$ cat config.mk
export PLATFORM = sky130hd
export DESIGN_NAME = uart_fractional_baud_divisor_search_unit
export DESIGN_NICKNAME = d
export VERILOG_FILES = /design/src/hw/rtl/ufbd_pkg.sv /design/src/hw/rtl/ufbd_divider.sv /design/src/hw/rtl/ufbd_datapath.sv /design/src/hw/rtl/ufbd_controller.sv /design/src/hw/rtl/uart_fractional_baud_divisor_search_unit.sv
export VERILOG_INCLUDE_DIRS = /design/src /design/src/hw/rtl
export SDC_FILE = /design/constraint.sdc
export NUM_CORES = 1
export LEC_CHECK = 0
export BUFFER_PORTS_ARGS = -buffer_cell sky130_fd_sc_hd__buf_2
export CORE_MARGIN = 2
export CORE_UTILIZATION = 65
export DETAILED_ROUTE_END_ITERATION = 6
export GPL_TIMING_DRIVEN = 0
export PLACE_DENSITY = 0.84
export RECOVER_POWER = 50
export REMOVE_ABC_BUFFERS = 1
export SLEW_MARGIN = 20
export SYNTH_ARGS = -nofsm -noshare
export SYNTH_HDL_FRONTEND = slang
export SYNTH_SLANG_ARGS = --single-unit
export TNS_END_PERCENT = 1
$ cat constraint.sdc
create_clock -name clk -period 11.85 [get_ports clk]
set_input_delay 0.5925 -clock clk [delete_from_list [all_inputs] [get_ports clk]]
set_output_delay 0.5925 -clock clk [all_outputs]
set_load 0.05 [all_outputs]
$ cat src/hw/rtl/assert_macros.svh
// Assertion macros shared by the RTL of the baud divisor search unit.
// Included by modules that carry concurrent checks; no other dependencies.
`ifndef ASSERT_MACROS_SVH
`define ASSERT_MACROS_SVH
`ifndef SYNTH
`define ASSERT_IMPLY(label, clk, rst, ante, cons) \
  label: assert property (@(posedge clk) disable iff (rst) (ante) |-> (cons)) \
    else $error("assertion failed");
`define ASSERT_NEXT(label, clk, rst, ante, cons) \
  label: assert property (@(posedge clk) disable iff (rst) (ante) |=> (cons)) \
    else $error("assertion failed");
`else
`define ASSERT_IMPLY(label, clk, rst, ante, cons)
`define ASSERT_NEXT(label, clk, rst, ante, cons)
`endif
`endif

$ cat src/hw/rtl/ufbd_pkg.sv
// Shared widths, constants and controller/datapath interface types for the
// fractional baud divisor search unit. No dependencies.
`timescale 1ns / 1ps

package ufbd_pkg;

  localparam int CLK_W   = 28;
  localparam int BAUD_W  = 22;
  localparam int DIV_W   = 16;
  localparam int FRAC_W  = 4;
  localparam int ERR_W   = 17;
  localparam int CALC_W  = 28;

  localparam logic [CLK_W-1:0]  CLK_RESET = 28'd25000000;
  localparam logic [ERR_W-1:0]  ERR_LIMIT = 17'd100000;
  localparam logic [FRAC_W-1:0] FRAC_MAX  = 4'd15;
  localparam logic [FRAC_W-1:0] MUL_FIRST = 4'd1;
  localparam logic [DIV_W-1:0]  DL_MIN    = 16'd3;

  // Divider operand selection.
  localparam logic [1:0] SEL_SCALE = 2'd0;
  localparam logic [1:0] SEL_DL    = 2'd1;
  localparam logic [1:0] SEL_RATE  = 2'd2;

  typedef struct packed {
    logic       load;
    logic       latch_product;
    logic       div_start;
    logic [1:0] div_sel;
    logic       latch_scaled;
    logic       latch_dl;
    logic       latch_err;
    logic       take_best;
    logic       step;
    logic       load_out;
  } cmd_t;

  typedef struct packed {
    logic div_done;
    logic baud_zero;
    logic dl_ok;
    logic better;
    logic err_zero;
    logic last_pair;
  } stat_t;

endpackage

$ cat src/hw/rtl/ufbd_divider.sv
// Restoring unsigned divider, one quotient bit per cycle.
// Generic width; used by the datapath for all three divisions of a candidate.
`timescale 1ns / 1ps

module ufbd_divider
  import ufbd_pkg::*;
#(
  parameter int W = CALC_W
) (
  input  logic         clk,
  input  logic         rst,
  input  logic         start,
  input  logic [W-1:0] dividend,
  input  logic [W-1:0] divisor,
  output logic         done,
  output logic [W-1:0] quotient,
  output logic [W-1:0] remainder
);

  localparam int CW = $clog2(W + 1);

  logic          busy;
  logic [CW-1:0] cnt;
  logic [W-1:0]  rem;
  logic [W-1:0]  quo;
  logic [W-1:0]  dsr;
  logic [W:0]    shifted;
  logic [W:0]    diff;
  logic          fits;

  assign shifted = {rem, quo[W-1]};
  assign diff    = shifted - {1'b0, dsr};
  assign fits    = shifted >= {1'b0, dsr};

  always_ff @(posedge clk) begin
    if (rst) begin
      busy <= 1'b0;
      done <= 1'b0;
      cnt  <= '0;
    end else begin
      done <= 1'b0;
      if (start) begin
        busy <= 1'b1;
        cnt  <= CW'(W);
      end else if (busy) begin
        cnt <= cnt - 1'b1;
        if (cnt == CW'(1)) begin
          busy <= 1'b0;
          done <= 1'b1;
        end
      end
    end
  end

  always_ff @(posedge clk) begin
    if (start) begin
      rem <= '0;
      quo <= dividend;
      dsr <= divisor;
    end else if (busy) begin
      rem <= fits ? diff[W-1:0] : shifted[W-1:0];
      quo <= {quo[W-2:0], fits};
    end
  end

  assign quotient  = quo;
  assign remainder = rem;

endmodule

$ cat src/hw/rtl/ufbd_datapath.sv
// Datapath of the baud divisor search: clock register, candidate counters,
// product, shared divider, rounding, error and best-so-far tracking. Uses ufbd_pkg.
`timescale 1ns / 1ps

module ufbd_datapath
  import ufbd_pkg::*;
(
  input  logic              clk,
  input  logic              rst,
  input  logic              cfg_we,
  input  logic [CLK_W-1:0]  cfg_data,
  input  logic [BAUD_W-1:0] in_baud,
  input  cmd_t              cmd,
  output stat_t             st,
  output logic [DIV_W-1:0]  out_div,
  output logic [FRAC_W-1:0] out_mul,
  output logic [FRAC_W-1:0] out_add,
  output logic [ERR_W-1:0]  out_err,
  output logic              out_found
);

  logic [CLK_W-1:0]  clk_hz;
  logic [BAUD_W-1:0] baud;
  logic [FRAC_W-1:0] mul;
  logic [FRAC_W-1:0] add;
  logic [CALC_W-1:0] product;
  logic [CALC_W-1:0] scaled;
  logic [CALC_W:0]   dl;
  logic [CALC_W-1:0] err;
  logic [FRAC_W-1:0] best_mul;
  logic [FRAC_W-1:0] best_add;
  logic [DIV_W-1:0]  best_div;
  logic [ERR_W-1:0]  best_err;

  logic [CALC_W-1:0] prod_full;
  logic [FRAC_W:0]   mul_plus_add;
  logic [CALC_W-1:0] baud_ext;
  logic [CALC_W-1:0] dvd;
  logic [CALC_W-1:0] dsr;
  logic              div_done;
  logic [CALC_W-1:0] quo;
  logic [CALC_W-1:0] rem;
  logic              round_up;

  assign prod_full    = {{(CALC_W-FRAC_W){1'b0}}, mul} *
                        {{(CALC_W-CLK_W+4){1'b0}}, clk_hz[CLK_W-1:4]};
  assign mul_plus_add = {1'b0, mul} + {1'b0, add};
  assign baud_ext     = {{(CALC_W-BAUD_W){1'b0}}, baud};

  always_comb begin
    dvd = scaled;
    case (cmd.div_sel)
      SEL_SCALE: begin
        dvd = product;
        dsr = {{(CALC_W-FRAC_W-1){1'b0}}, mul_plus_add};
      end
      SEL_DL:    dsr = baud_ext;
      SEL_RATE:  dsr = {{(CALC_W-DIV_W){1'b0}}, dl[DIV_W-1:0]};
      default:   dsr = baud_ext;
    endcase
  end

  ufbd_divider #(.W(CALC_W)) u_div (
    .clk       (clk),
    .rst       (rst),
    .start     (cmd.div_start),
    .dividend  (dvd),
    .divisor   (dsr),
    .done      (div_done),
    .quotient  (quo),
    .remainder (rem)
  );

  // Round to nearest; an exact half rounds down.
  assign round_up = rem > {1'b0, baud_ext[CALC_W-1:1]};

  always_ff @(posedge clk) begin
    if (rst) begin
      clk_hz <= CLK_RESET;
    end else if (cfg_we) begin
      clk_hz <= cfg_data;
    end
  end

  always_ff @(posedge clk) begin
    if (cmd.load) begin
      baud     <= in_baud;
      mul      <= MUL_FIRST;
      add      <= '0;
      best_mul <= MUL_FIRST;
      best_add <= '0;
      best_div <= '0;
      best_err <= ERR_LIMIT;
    end
    if (cmd.step) begin
      if (add == FRAC_MAX) begin
        add <= '0;
        mul <= mul + 1'b1;
      end else begin
        add <= add + 1'b1;
      end
    end
    if (cmd.latch_product) begin
      product <= prod_full;
    end
    if (cmd.latch_scaled) begin
      scaled <= quo;
    end
    if (cmd.latch_dl) begin
      dl <= {1'b0, quo} + {{CALC_W{1'b0}}, round_up};
    end
    if (cmd.latch_err) begin
      err <= (quo >= baud_ext) ? quo - baud_ext : baud_ext - quo;
    end
    if (cmd.take_best) begin
      best_mul <= mul;
      best_add <= add;
      best_div <= dl[DIV_W-1:0];
      best_err <= err[ERR_W-1:0];
    end
    if (cmd.load_out) begin
      out_div   <= best_div;
      out_mul   <= best_mul;
      out_add   <= best_add;
      out_err   <= best_err;
      out_found <= best_err < ERR_LIMIT;
    end
  end

  assign st.div_done  = div_done;
  assign st.baud_zero = baud == '0;
  assign st.dl_ok     = (dl[CALC_W:DIV_W] == '0) && (dl[DIV_W-1:0] >= DL_MIN);
  assign st.better    = err < {{(CALC_W-ERR_W){1'b0}}, best_err};
  assign st.err_zero  = err == '0;
  assign st.last_pair = (mul == FRAC_MAX) && (add == FRAC_MAX);

endmodule

$ cat src/hw/rtl/ufbd_controller.sv
// Controller state machine of the baud divisor search: sequences the candidate
// loop, the shared divider and the output register. Uses ufbd_pkg and assert_macros.svh.
`timescale 1ns / 1ps
`include "assert_macros.svh"

module ufbd_controller
  import ufbd_pkg::*;
(
  input  logic  clk,
  input  logic  rst,
  input  logic  in_valid,
  output logic  in_ready,
  output logic  out_valid,
  input  logic  out_ready,
  input  stat_t st,
  output cmd_t  cmd
);

  localparam logic [3:0] ST_IDLE   = 4'd0;
  localparam logic [3:0] ST_MULT   = 4'd1;
  localparam logic [3:0] ST_DIV_S  = 4'd2;
  localparam logic [3:0] ST_WAIT_S = 4'd3;
  localparam logic [3:0] ST_DIV_Q  = 4'd4;
  localparam logic [3:0] ST_WAIT_Q = 4'd5;
  localparam logic [3:0] ST_CHECK  = 4'd6;
  localparam logic [3:0] ST_WAIT_R = 4'd7;
  localparam logic [3:0] ST_CMP    = 4'd8;
  localparam logic [3:0] ST_NEXT   = 4'd9;
  localparam logic [3:0] ST_FINISH = 4'd10;

  logic [3:0] state;
  logic [3:0] state_next;
  logic       out_valid_next;
  logic       out_free;

  assign in_ready = state == ST_IDLE;
  assign out_free = !out_valid || out_ready;

  always_comb begin
    state_next = state;
    cmd        = '0;
    cmd.div_sel = SEL_SCALE;
    unique case (state)
      ST_IDLE: begin
        if (in_valid) begin
          cmd.load   = 1'b1;
          state_next = ST_MULT;
        end
      end
      ST_MULT: begin
        // A zero rate has no usable setting, so the defaults go out as they stand.
        if (st.baud_zero) begin
          state_next = ST_FINISH;
        end else begin
          cmd.latch_product = 1'b1;
          state_next        = ST_DIV_S;
        end
      end
      ST_DIV_S: begin
        cmd.div_start = 1'b1;
        state_next    = ST_WAIT_S;
      end
      ST_WAIT_S: begin
        if (st.div_done) begin
          cmd.latch_scaled = 1'b1;
          state_next       = ST_DIV_Q;
        end
      end
      ST_DIV_Q: begin
        cmd.div_sel   = SEL_DL;
        cmd.div_start = 1'b1;
        state_next    = ST_WAIT_Q;
      end
      ST_WAIT_Q: begin
        cmd.div_sel = SEL_DL;
        if (st.div_done) begin
          cmd.latch_dl = 1'b1;
          state_next   = ST_CHECK;
        end
      end
      ST_CHECK: begin
        if (st.dl_ok) begin
          cmd.div_sel   = SEL_RATE;
          cmd.div_start = 1'b1;
          state_next    = ST_WAIT_R;
        end else begin
          state_next = ST_NEXT;
        end
      end
      ST_WAIT_R: begin
        cmd.div_sel = SEL_RATE;
        if (st.div_done) begin
          cmd.latch_err = 1'b1;
          state_next    = ST_CMP;
        end
      end
      ST_CMP: begin
        if (st.better) begin
          cmd.take_best = 1'b1;
        end
        // The first exact match ends the search.
        state_next = (st.better && st.err_zero) ? ST_FINISH : ST_NEXT;
      end
      ST_NEXT: begin
        if (st.last_pair) begin
          state_next = ST_FINISH;
        end else begin
          cmd.step   = 1'b1;
          state_next = ST_MULT;
        end
      end
      ST_FINISH: begin
        if (out_free) begin
          cmd.load_out = 1'b1;
          state_next   = ST_IDLE;
        end
      end
      default: state_next = ST_IDLE;
    endcase
  end

  always_comb begin
    out_valid_next = out_valid;
    if (cmd.load_out) begin
      out_valid_next = 1'b1;
    end else if (out_ready) begin
      out_valid_next = 1'b0;
    end
  end

  always_ff @(posedge clk) begin
    if (rst) begin
      state     <= ST_IDLE;
      out_valid <= 1'b0;
    end else begin
      state     <= state_next;
      out_valid <= out_valid_next;
    end
  end

  `ASSERT_NEXT(a_one_item_at_a_time, clk, rst, in_valid && in_ready, !in_ready)
  `ASSERT_IMPLY(a_out_not_overwritten, clk, rst, cmd.load_out, !out_valid || out_ready)
  `ASSERT_IMPLY(a_no_div_done_idle, clk, rst, state == ST_IDLE, !st.div_done)

endmodule

$ cat src/hw/rtl/uart_fractional_baud_divisor_search_unit.sv
// Fractional baud divisor search: one result beat per requested rate, one rate at a time.
// A zero rate skips the search; otherwise up to 240 (M, A) pairs are tried, each with up to
// three divisions on one shared bit-serial divider (two when its divisor is out of range).
// The next rate is taken once the result has entered the output register and the unit
// is idle again; a full output register stalls it.
// Reset (rst, synchronous): idle, no result pending, clock register 25000000.
`timescale 1ns / 1ps

module uart_fractional_baud_divisor_search_unit
  import ufbd_pkg::*;
(
  input  logic             clk,
  input  logic             rst,
  input  logic             cfg_valid,
  output logic             cfg_ready,
  input  logic [CLK_W-1:0] cfg_data,      // peripheral_clock_hz
  input  logic             s_tvalid,
  output logic             s_tready,
  input  logic [23:0]      s_tdata,       // target_baud[21:0], zero pad
  output logic             m_tvalid,
  input  logic             m_tready,
  output logic [47:0]      m_tdata,       // divisor_latch[15:0], frac_mul[19:16],
                                          // frac_add[23:20], rate_error[40:24], zero pad
  output logic             m_tuser        // found
);

  cmd_t              cmd;
  stat_t             st;
  logic [DIV_W-1:0]  out_div;
  logic [FRAC_W-1:0] out_mul;
  logic [FRAC_W-1:0] out_add;
  logic [ERR_W-1:0]  out_err;
  logic              out_found;

  assign cfg_ready = 1'b1;

  ufbd_controller u_ctrl (
    .clk       (clk),
    .rst       (rst),
    .in_valid  (s_tvalid),
    .in_ready  (s_tready),
    .out_valid (m_tvalid),
    .out_ready (m_tready),
    .st        (st),
    .cmd       (cmd)
  );

  ufbd_datapath u_dp (
    .clk       (clk),
    .rst       (rst),
    .cfg_we    (cfg_valid),
    .cfg_data  (cfg_data),
    .in_baud   (s_tdata[BAUD_W-1:0]),
    .cmd       (cmd),
    .st        (st),
    .out_div   (out_div),
    .out_mul   (out_mul),
    .out_add   (out_add),
    .out_err   (out_err),
    .out_found (out_found)
  );

  assign m_tdata = {7'd0, out_err, out_add, out_mul, out_div};
  assign m_tuser = out_found;

endmodule

-- Word level (Yosys, flattened, before mapping)
Cells that the tools add are included.
- register bits after elaboration: 350
- input port bits: 57
- output and inout bits: 52
- $add $sub $neg: 8
- multiply operators: 1
- $lt $le $gt $ge: 6
- eq/ne operators: 19
- mux-type cells: 54
- bitwise operators: 1
- reductions and logical operators: 19
- operators with widths (operator ; number):
    2-to-1 mux 28 bit ; 5
    2-to-1 mux 4 bit ; 17
    one-hot mux 22 bit (2 select lines) ; 1
    one-hot mux 4 bit (11 select lines) ; 1
    2-to-1 mux 17 bit ; 2
    2-to-1 mux 16 bit ; 2
    adder 28 x 1 -> 29 bit ; 1
    greater-or-equal comparator 29 x 28 -> 1 bit ; 1
    greater-or-equal comparator 28 x 22 -> 1 bit ; 1
    greater-than comparator 28 x 21 -> 1 bit ; 1
    logical NOT 28 bit ; 1
    less-than comparator 28 x 17 -> 1 bit ; 1
    multiplier 4 x 24 -> 28 bit ; 1
    subtractor 22 x 28 -> 28 bit ; 1
    subtractor 28 x 22 -> 28 bit ; 1
    subtractor 28 bit ; 1
    logical NOT 22 bit ; 1
    equality test 4 bit (second input constant) ; 5
    2-to-1 mux 1 bit ; 20
    less-than comparator 17 bit (second input constant) ; 1
    equality test 4 x 3 -> 1 bit (second input constant) ; 4
    greater-or-equal comparator 16 x 2 -> 1 bit (second input constant) ; 1
    logical NOT 13 bit ; 1
    2-to-1 mux 5 bit ; 2
    23 further kinds ; 35

-- Depth between registers and ports, before layout
- depth after elaboration: 7
- mapped depth: 18
- depth with buffers taken out: 18

-- Cells and area by module
Synthesis repeated with hierarchy kept, for this count alone.
- cells, all modules: 2021
- area, all modules: 21610.7 sq um
- by module, submodules not included (module ; times used ; cells each ; area an instance (sq um) ; sequential area each (sq um)):
    ufbd_datapath ; 1 ; 1445 ; 15786.4 ; 7226.9
    ufbd_divider ; 1 ; 493 ; 5193.7 ; 2382.3
    ufbd_controller ; 1 ; 73 ; 563.0 ; 100.1
    uart_fractional_baud_divisor_search_unit ; 1 ; 10 ; 67.6 ; 0.0

-- Least setup slack after synthesis
No wires, ideal clock.
- kind: flip-flop to flip-flop
- from: register u_dp.mul[2]
- to: register u_dp.product[26], data pin
- arrival time: 4103 ps
- required time: 11688 ps
- setup slack: 7585 ps
- stages on the path, launching flop included: 18
- path buffers: 2
- clock period less this slack: 4265 ps
- path through: dfxtp_1 > clkbuf_1 > clkbuf_1 > and2_1 > fa_1 > inv_1 > fa_1 > inv_1 > ha_1 > o21ai_0 > a21oi_1 > o22ai_1 > o31ai_1 > a21oi_1 > a211oi_1 > o311a_1 > or4b_1 > o2111ai_1
- cells in the longest elaborated chain, start to end: 1
- ends and longest elaborated chain (element ; RTL line ; text):
    start, declared ; ufbd_datapath.sv:24 ; logic [FRAC_W-1:0] mul;
    start signal, assigned ; ufbd_datapath.sv:98 ; mul <= mul + 1'b1;
    multiplier 4 x 24 -> 28 bit ; ufbd_datapath.sv:45 ; assign prod_full = {{(CALC_W-FRAC_W){1'b0}}, mul} *
    net u_dp.prod_full[26] ; ufbd_datapath.sv:35 ; logic [CALC_W-1:0] prod_full;
    end signal, assigned ; ufbd_datapath.sv:104 ; product <= prod_full;
    end, declared ; ufbd_datapath.sv:26 ; logic [CALC_W-1:0] product;
The timed path passes the listed nets, and every way through them passes these cells.
A chain may end at the register's enable or synchronous reset.

-- Worst setup path after layout
- from: register u_dp.mul[3]
- to: register u_dp.product[26], data pin
The elaborated chain is that of the path after synthesis.

==> results.env <==
STATUS='finished with violations'
FAILED_CHECKS='max-capacitance violations, max-slew violations'
MAXIMUM_NUMBER_OF_PINS_ON_ONE_NET_BEFORE_GLOBAL_ROUTE_REPAIR=42
WORST_SETUP_HOLD_PATH_CLK_SLEW_PS=60
PATH_CLASS='reg -> reg'
FINAL.SETUP_SKEW_PS=17.61
START_UTIL=0.6604
SYNTH-MAIN-FF-CELL='edfxtp_1'
MIN_PATH_TYPE='in -> reg'
FINAL_CELL_MIX='272 x edfxtp_1, 202 x inv_1, 155 x nor2_1'
FINAL.MIN_CLOCK_PERIOD_PS=5140
PLACE_AREA_UM2=21820
WIRELENGTH_MM=49.68
STATIC-LEAKAGE-POWER_uW=0.009375
PERIOD_SHARE=0.4338
HOLD_WS_PS=252.0
COMMONEST_NON_FILL_NON_TAP_CELL_IN_THE_LAYOUT='edfxtp_1'
FINISH.INSTANCE_AREA_UM2=22830
TIMING.CRITICAL_PATH.FROM_TYPE='flop'
FIRSTDRTPASSITERS=6
ROUTE.DETAILED.WL_PER_INST_UM=19.68
SYNTH.YOSYS.SEQ_AREA_SHARE=0.4561
REG2REG_SETUP_SLACK_PS=6710
SYN2LAYOUT_AREA_GROWTH_PCT=9.295
TIMING.HOLD.WORST_ENDPOINT='u_dp.baud[9]$_DFFE_PP_'
GR-USAGE-MET3=0.03872
TIMING.FMAX_MHz=194.5
SETUP_TOTAL_NEGATIVE_SLACK_PS=0
LAYOUT-DRIVE-GT1-SHARE=0.06739
SYNTH.CELL_AREA_UM2=20890
CLOCK_INSERTION_DELAY_WORST_SKEW_PS=520
YOSYS_SYNTHESIS_WARNING_COUNT=0
TIMING.CRITICAL_PATH.ARRIVAL_PS=5380
CTS_NUM_SINKS=340
DETAILED_PLACE_HPWL_MM=37.53
CTS_BUFFER_DEPTH=3
FINAL_SLEW_VIOLATIONS=96
POSTSYNTH.ASYNCRESETSHARE=0
VIAS=15542
R2R-END='u_dp.product[26]$_DFFE_PP_'
CTS-HTREE-LEVELS=2
PATH_MAX_FANOUT=29
POWER_uW=4957
FINAL_CORE_UTIL=0.7218
CRIT_PATH_END_KIND='flop'
SYNTH.FF_LATCH_COUNT=340
SLEW-LIMIT-HEADROOM=-0.5168
PEAKVDDDROP_V=0.00009999
UNREPAIRED_SETUP_ENDPOINTS_AFTER_GLOBAL_ROUTING='false'
PLACEMENT.IO_BUFFERS=94
FLOORPLAN.DIE.WIDTH_UM=183.3
CTS_RESIZED=0
WORST_PIN_SLEW_PS=2267
CLOCKROOTBUFFER='clkbuf_16'
ROUTED_ANTENNA_NETS=0
TRITONCTS='built'
CRIT_REQUIRED_PS=12090
GLOBALROUTEOVERFLOWTOTAL=0
HOLDCRITSTARTPOINT='s_tdata[9]'
CHIP_HEIGHT_UM=183.3
COUNT_OF_NETS_AFTER_FINISHING=2346
GRT_PASS1_VIAS=15541
SYNTH_ENABLE_FLOP_CELLS=272
INITIALDRTVIOLATIONCOUNT=1200
SYN_AREA_PER_CELL_UM2=10.29
POSTSYNTHCELLCOUNT=2030
DRT_DRC_VIOLATIONS_LEFT=0
GLOBAL_ROUTE.USAGE.MET1=0.3801
PLACE_CONGESTION=0.9536
GLOBAL_ROUTE.USAGE.MET2=0.5265
P_PER_AREA_nW_PER_UM2=217.1
ANTENNA_FOUND_INITIAL=1
GR-MAX-USAGE-LAYER='met2'
FINAL_HOLD_VIOL_COUNT=0
CTS-BUFFERS-INSERTED=37
HOLD_PATH_DEPTH=1
MAXCAPVIOLATIONS=4
POST-CTS-SETUP-BUFFER-COUNT=0
DIODES=0
FLOORPLAN.IO_PINS=109
POST_DRT_VIA_CELL_RATIO=6.158
DESIGN.DIE.AREA_UM2=33590
STD_CELL_ROWS=65
PLACEABLECOREAREA_UM2=31640
WORST_CASE_REG_TO_REG_PATH_DEPTH=13
FINALSETUPVIOLATIONS=0
GRT_PASS1_WL_MM=79.55
GRT_USE_TOTAL=0.2992
R2R_START='u_dp.mul[3]$_DFF_P_'
POST_CTS_HOLD_BUFFER_COUNT=0
YS_TYPES=76
[power by group]
group | switching, µW | internal [µW] | leakage [µW]
clock | 456 | 638 | 0.000547
sequential | 281 | 1620 | 0.00308
combinational | 1180 | 780 | 0.00575
total | 1920 | 3040 | 0.00938
[synth_stat cells, drive strengths merged (5+ instances only)]
library cell  number  share of area
nand4             34          0.010
xnor2             72          0.030
nor4              26         0.0078
clkbuf            62          0.011
mux2i             57          0.027
nor2b             32         0.0096
buf               31         0.0095
edfxtp           272           0.39
nor2             157          0.028
nand2            116          0.021
nor3              44          0.011
a31oi             12         0.0036
a21oi            143          0.034
o21ai             69          0.017
dfxtp             68          0.065
a22o              12         0.0050
xor2              25          0.010
ha               145          0.087
or3                5         0.0017
nand3             30         0.0072
nand2b            16         0.0048
a211oi            45          0.016
and2             106          0.032
o21bai            19         0.0068
fa                48          0.046
o211ai            17         0.0063
a211o             14         0.0059
or2               12         0.0036
o21a              14         0.0050
inv              202          0.036
and3               8         0.0024
a21o              44          0.016
[logic make-up after synthesis]
group,count (synthesis),share of synthesized area
and+or+nand+nor,605,0.1466
AOI/OAI and AO/OA,439,0.1382
DFF,340,0.4561
buffers and inverters,295,0.05689
adders and majority gates,193,0.1328
xor gates and xnor gates,97,0.04066
muxes,59,0.02839
other,2,0.0003595
[state kept, by name (all words and copies together) (netlist names), 5 cells and up]
register	flops
u_dp.product	28
u_dp.scaled	28
u_dp.dl	29
u_dp.u_div.cnt	5
u_dp.out_div	16
u_dp.u_div.quotient	28
u_dp.err	28
u_dp.best_div	16
u_dp.best_err	17
u_dp.out_err	17
u_dp.clk_hz	24
u_dp.u_div.dsr	22
u_dp.baud	22
u_dp.u_div.remainder	28
[layer usage]
metal / vias up / wire length (µm) / share of wire
li1: 7327 / - / -
met1: 7473 / 20190 / 0.41
met4: 0 / 1843 / 0.037
met3: 125 / 3258 / 0.066
met5: - / 0 / 0
met2: 617 / 24390 / 0.49
[worst max-delay path, cell delays in order, from the launching register on]
cell and delay (ps):
dfxtp_1 1010, nand2_1 190, fa_1 550, fa_1 550, fa_1 470, nor2b_1 190
o31a_1 200, o22ai_1 150, o31ai_1 370, a21oi_1 200, a211oi_1 470, o311a_1 260
or4b_1 120, o2111ai_1 120
[layout make-up]
cell class / count / area (µm²)
clock buffer: 51 / 1008
inverter: 202 / 758.2
multi-input combinational: 1401 / 10250
tap: 402 / 503.0
sequential: 340 / 9532
clock inverter: 14 / 123.9
timing repair buffer: 114 / 659.4
fill: 2247 / 8802
[per-stage QoR]
stage / instances / setup slack [ps]
after floorplan: 1943 / 4818
after global placement: 2439 / 1770
after detailed placement: 2459 / 6791
after CTS: 2524 / 6757
after global routing: 2524 / 6361
final: 2524 / 6710
[worst max path at each step]
stage	startpoint	depth (start not counted)	to
2_1_floorplan	u_dp.dl[18]$_DFFE_PP_	5	u_dp.u_div.quotient[0]$_DFFE_PP_
3_3_place_gp	u_dp.dl[18]$_DFFE_PP_	6	u_dp.u_div.quotient[0]$_DFFE_PP_
3_5_place_dp	u_dp.mul[1]$_DFF_P_	15	u_dp.product[26]$_DFFE_PP_
4_1_cts	u_dp.mul[1]$_DFF_P_	15	u_dp.product[26]$_DFFE_PP_
5_1_grt	u_dp.mul[2]$_DFF_P_	13	u_dp.product[26]$_DFFE_PP_
6_report	u_dp.mul[3]$_DFF_P_	13	u_dp.product[26]$_DFFE_PP_
No activity file was read; power rests on OpenSTA's default activity.
